--- src/rtl/core/bfba_pkg.sv ---
// ----------------------------------------------------------------------------
// bfba_pkg
// Types, constants and the index selection table of the bloom filter block.
// ----------------------------------------------------------------------------
package bfba_pkg;

  localparam int HASH_W      = 64;
  localparam int IDX_W       = 32;
  localparam int BIT_SEL_W   = 3;
  localparam int DIV_W       = IDX_W - BIT_SEL_W;
  localparam int DIV_CNT_W   = 5;
  localparam int NUM_SOURCES = 10;
  localparam int HC_W        = 4;
  localparam int BC_W        = 13;
  localparam int CFG_W       = 13;
  localparam int CFG_IDX_W   = 1;
  localparam int BYTE_W      = 8;

  localparam logic [CFG_IDX_W-1:0] REG_HASH_COUNT = 1'd0;
  localparam logic [CFG_IDX_W-1:0] REG_BYTE_COUNT = 1'd1;

  localparam logic [HC_W-1:0] HC_RESET = 4'd3;
  localparam logic [BC_W-1:0] BC_RESET = 13'd4096;

  localparam logic ACT_INSERT = 1'b0;
  localparam logic ACT_LOOKUP = 1'b1;

  typedef struct packed {
    logic              action;
    logic [HASH_W-1:0] hash_value;
  } in_item_t;

  typedef struct packed {
    logic present;
  } out_item_t;

  typedef enum logic [2:0] {
    ST_CLEAR,
    ST_IDLE,
    ST_START,
    ST_MOD,
    ST_READ,
    ST_WRITE,
    ST_OUT
  } state_e;

  typedef struct packed {
    logic clr_step;
    logic load_item;
    logic mod_start;
    logic mod_step;
    logic probe_wr;
    logic out_push;
  } ctrl_cmd_t;

  typedef struct packed {
    logic clr_last;
    logic mod_last;
    logic probe_last;
    logic out_free;
  } dp_status_t;

  // 32-bit index built from little-endian hash bytes, least significant first
  function automatic logic [IDX_W-1:0] make_index(input logic [HASH_W-1:0] h,
                                                  input logic [HC_W-1:0]   which);
    logic [IDX_W-1:0] v;
    case (which)
      4'd0:    v = h[31:0];
      4'd1:    v = h[63:32];
      4'd2:    v = h[47:16];
      4'd3:    v = h[39:8];
      4'd4:    v = h[55:24];
      4'd5:    v = {h[7:0], h[63:40]};
      4'd6:    v = {h[15:0], h[63:48]};
      4'd7:    v = {h[23:0], h[63:56]};
      4'd8:    v = {h[55:48], h[39:32], h[23:16], h[7:0]};
      4'd9:    v = {h[63:56], h[47:40], h[31:24], h[15:8]};
      default: v = h[31:0];
    endcase
    return v;
  endfunction

endpackage

--- src/rtl/core/bfba_ctrl.sv ---
// ----------------------------------------------------------------------------
// bfba_ctrl
// Sequencer: clearing pass, then per item one remainder, read and write per
// index, then the result.
// ----------------------------------------------------------------------------
module bfba_ctrl
  import bfba_pkg::*;
(
  input  logic       clk_i,
  input  logic       rst_ni,
  input  logic       in_valid_i,
  input  dp_status_t status_i,
  output logic       in_ready_o,
  output ctrl_cmd_t  cmd_o
);

  state_e state_q, state_d;

  always_ff @(posedge clk_i or negedge rst_ni) begin
    if (!rst_ni) begin
      state_q <= ST_CLEAR;
    end else begin
      state_q <= state_d;
    end
  end

  always_comb begin
    state_d = state_q;
    case (state_q)
      ST_CLEAR: begin
        if (status_i.clr_last) state_d = ST_IDLE;
      end
      ST_IDLE: begin
        if (in_valid_i) state_d = ST_START;
      end
      ST_START: state_d = ST_MOD;
      ST_MOD: begin
        if (status_i.mod_last) state_d = ST_READ;
      end
      ST_READ:  state_d = ST_WRITE;
      ST_WRITE: begin
        state_d = status_i.probe_last ? ST_OUT : ST_START;
      end
      ST_OUT: begin
        if (status_i.out_free) state_d = ST_IDLE;
      end
      default:  state_d = ST_CLEAR;
    endcase
  end

  always_comb begin
    cmd_o      = '0;
    in_ready_o = 1'b0;
    case (state_q)
      ST_CLEAR: cmd_o.clr_step = 1'b1;
      ST_IDLE: begin
        in_ready_o      = 1'b1;
        cmd_o.load_item = in_valid_i;
      end
      ST_START: cmd_o.mod_start = 1'b1;
      ST_MOD:   cmd_o.mod_step  = 1'b1;
      ST_READ:  ;
      ST_WRITE: cmd_o.probe_wr  = 1'b1;
      ST_OUT:   cmd_o.out_push  = status_i.out_free;
      default:  ;
    endcase
  end

endmodule

--- config.mk ---
export PLATFORM = sky130hd
export DESIGN_NAME = bfba_ctrl
export DESIGN_NICKNAME = d
export VERILOG_FILES = /design/src/rtl/core/bfba_pkg.sv /design/src/rtl/core/bfba_ctrl.sv
export SDC_FILE = /design/constraint.sdc
export NUM_CORES = 1
export LEC_CHECK = 0
export BUFFER_PORTS_ARGS = -buffer_cell sky130_fd_sc_hd__buf_2
export CAP_MARGIN = 20
export CELL_PAD_IN_SITES_DETAIL_PLACEMENT = 0
export CELL_PAD_IN_SITES_GLOBAL_PLACEMENT = 1
export CORE_AREA = 4 4 41 43
export DETAILED_ROUTE_END_ITERATION = 6
export DIE_AREA = 0 0 45 47
export PLACE_DENSITY = 0.62
export SYNTH_ARGS = -nofsm -noshare
export SYNTH_HDL_FRONTEND = slang
export SYNTH_SLANG_ARGS = --single-unit
--- constraint.sdc ---
create_clock -name clk_i -period 1.6 [get_ports clk_i]
set_clock_uncertainty 0.05 [all_clocks]
set_input_delay 0.16 -clock clk_i [delete_from_list [all_inputs] [get_ports clk_i]]
set_output_delay 0.16 -clock clk_i [all_outputs]
set_load 0.01 [all_outputs]
Yosys cells after proc, flatten, opt, wreduce, memory -nomap -nowiden
Cells that the tools add are included.

storage, ports and cells
  flip-flop bits (word level) = 3
  output and inout bits = 7
  logic and storage cells = 26

cells by class
  eq/ne operators = 10
  multiplexer cells = 13
  reduce and logical (&&, ||, !) cells = 2

operator list
  kind                                                  count
  one-hot mux 3 bit (7 select lines)                    1
  two-way mux 3 bit                                     5
  equality test 3 bit (second input constant)           3
  != test 2 bit (second input constant)                 4
  two-way mux 1 bit                                     7
  equality test 3 x 2 -> 1 bit (second input constant)  2
  AND reduction 4 bit                                   1
  equality test 3 x 1 -> 1 bit (second input constant)  1
  logical NOT 3 bit                                     1

Longest topological paths before layout
  depth in word-level cells = 3
  gate-level depth with buffers = 4
  depth with buffers taken out = 3

Least setup slack after synthesis
Ideal clock, no wire load.

  path type = register to register
  start point = reg state_q[0]
  end point = reg state_q[0]
  library setup time = 0.124 ns
  arrival time = 1.010 ns
  data required time = 1.426 ns
  path slack = 0.416 ns
  cell stages (with the launch flop) = 5
  path buffers = 1
  cell sequence = dfrtp_1 buf_6 or3_1 a21oi_1 nor3_1

on the way
  longest elaborated chain between the ends = 3
  elaborated cells on any way between the ends = 13
  those cells by class = eq/ne: 10; mux: 1; reduce/logical: 2

RTL lines
  item                                                  RTL line         text
  from (decl)                                           bfba_ctrl.sv:17  state_e state_q, state_d;
  from (signal assigned)                                bfba_ctrl.sv:23  state_q <= state_d;
  equality test 3 x 2 -> 1 bit (tied with other cells)  bfba_ctrl.sv:29  case (state_q)
  != test 2 bit (no line)                               n/a
  AND reduction 4 bit (no line)                         n/a

Several ways; a longest one is shown, not always the timed one.
A chain may end at the register's enable or synchronous reset.

==> results.sh <==
export IMPL_final_util=0.2558
export IMPL_finalSetupTns_ns=0
export IMPL_hold_viol=0
export IMPL_final_cell_mix="buf_2 (13), nor2_1 (3), o21ai_0 (3), clkbuf_4 (3), dfrtp_1 (3)"
export IMPL_layout_commonest_cell="buf_2"
export IMPL_viasPerCell=4.356
export IMPL_fp_dieH_um=47
export IMPL_yosysSeqAreaShare=0.3046
export IMPL_path_clk_slew_ns=0.04
export IMPL_slew_headroom=0.7754
export IMPL_port_buffer_count=13
export IMPL_antenna_found_initial=0
export IMPL_maxCapViolations=0
export IMPL_clkLatencyLatePin_ns=0.23
export IMPL_multi_input_area_um2=133.9
export IMPL_clk_path_buf_depth=2
export IMPL_grt_pass1_wl_um=966
export IMPL_syn_area_um2=246.5
export IMPL_gp_congestion=0.7357
export IMPL_synth_nets=36
export IMPL_grt_max_degree=12
export IMPL_grt_pass1_vias=254
export IMPL_dp_cells=54
export IMPL_yosysUniqueCellTypes=18
export IMPL_max_freq_mhz=698.0
export IMPL_ant_nets=0
export IMPL_clock_sinks=3
export IMPL_seq_area_um2=75.07
export IMPL_via_count=257
export IMPL_crit_path_start="state_q[1]"
export IMPL_finalSetupViolCount=0
export IMPL_clock_root_buffer="clkbuf_4"
export IMPL_cp_arrival_ns=1.22
export IMPL_grt_use_total=0.06408
export IMPL_grt_overflow=0
export IMPL_period_share=0.8954
export IMPL_maxSlewViolCount=0
export IMPL_period_minus_slack_ns=1.433
export IMPL_numCtsBuffers=3
export IMPL_status="finished clean"
export IMPL_rows=13
export IMPL_initial_utilization=0.1894
export IMPL_wire_per_inst_um=9.458
export IMPL_startpoint_type="register"
export IMPL_stdcell_count=59
export IMPL_die_w_um=45
export IMPL_layout_drive_gt1_share=0.3864
export IMPL_syn_avg_cell_area_um2=8.500
export IMPL_htreeDepth=1
export IMPL_vdd_ir_drop_max_mv=0.5105
export IMPL_min_delay_start="status_i[2]"
export IMPL_dieArea_um2=2115
export IMPL_wirelength_um=558
export IMPL_cp_max_fo=9
export IMPL_regToRegStartpoint="state_q[2]"
export IMPL_crit_path_end_kind="output port"
export IMPL_rrSetupSlack_ns=0.36
export IMPL_hold_class="primary input to register"
export IMPL_synth_warnings=0
export IMPL_ys_ff_latch=3
export IMPL_core_area_um2=1301
export IMPL_n_fill_cell=156
export IMPL_worstPathRequired_ns=1.39
export IMPL_p_per_area_nw_per_um2=1948
export IMPL_cts_tree="built"
export IMPL_antenna_cells=0
export IMPL_crit_type="register to output port"
export IMPL_drtPass1Iterations=1
export IMPL_power_leakage_nw=0.1668
export IMPL_syn_to_final_growth_pct=35.03
export IMPL_largest_reg_flops=3
export IMPL_rsz0062_at_grt="no"
export IMPL_syn_inst=29
export IMPL_hpwl_um=448.2
export IMPL_drc=0
export IMPL_whs_ns=0.1197
export IMPL_reg_top3="state_q x3"
export IMPL_finalNetCount=52
export IMPL_post_cts_resized=0
export IMPL_ios=14
export IMPL_drtIter0Drc=0
export IMPL_top_register="state_q"
export IMPL_tightest_slew_ns=0.3369
final timing paths:
| kind | end | depth (start not counted) |
|---|---|---|
| setup / recovery | cmd_o[4] | 3 |
| max in group asynchronous | state_q[1] | 2 |
| setup reg to reg | state_q[0] | 3 |
| min in group asynchronous | state_q[2] | 2 |
| hold reg to reg | state_q[1] | 2 |
| hold / removal | state_q[2] | 2 |
cell families after synthesis:
| family | Yosys count | share of synthesized area |
|---|---|---|
| compound gates | 7 | 0.1624 |
| buf+inv | 4 | 0.1523 |
| flops | 3 | 0.3046 |
| simple gates | 15 | 0.3808 |
synth_stat cells:
cell,count,area (um^2)
inv_1,1,3.750
nor2b_1,1,6.260
and3b_1,1,8.760
nor3b_1,1,7.510
nand2_1,2,7.510
nor3b_4,1,18.77
o21ai_0,3,15.01
nand2b_1,1,6.260
a22o_1,1,8.760
dfrtp_1,3,75.07
buf_6,3,33.78
nor2_1,3,11.26
a21oi_1,2,10.01
nor3_1,2,10.01
or3_1,1,6.260
nand3_1,1,5.000
and2_1,1,6.260
o22ai_1,1,6.260
layer usage:
layer,GRT usage,up-vias,share of wire
li1,-,131,-
met1,0.05936,121,0.41
met2,0.1215,5,0.56
met3,0.01149,0,0.030
met4,0.05263,0,0
met5,0,-,0
report_power, final:
group | switching [W] | leakage, nW | internal (W)
registers | 0.000100 | 0.0370 | 0.000114
clock network | 0.0000388 | 0.0150 | 0.0000934
logic | 0.000139 | 0.115 | 0.000163
total | 0.000278 | 0.167 | 0.000370
timing repair:
item	4_1_cts	5_1_grt
endpoints found under the hold margin	3	0
hold buffers	1	0
buffers inserted	0	0
final cells by class:
class	instances	share of cell area
clock buffers	4	0.07895
inverters	1	0.01128
multi-input cells	22	0.4023
flip-flops and latches	3	0.2256
well taps	15	0.05639
repair buffers	14	0.2256
stage by stage:
step	instance area [um^2]	power, W	setup WS (ns)
6_report	332.8	0.0006483	0.1674
5_1_grt	332.8	0.0007173	0.05865
4_1_cts	332.8	0.0006653	0.1439
3_5_place_dp	296.5	0.0005230	0.3612
3_3_place_gp	296.5	0.0005271	0.3715
2_1_floorplan	246.5	0.0004856	0.4162
worst max-delay path, stage by stage, from the launching register on:
cell and delay, ns:
dfrtp_1 0.48, nor3b_4 0.25, and2_1 0.14, buf_2 0.12
(Power assumes the default switching activity.)
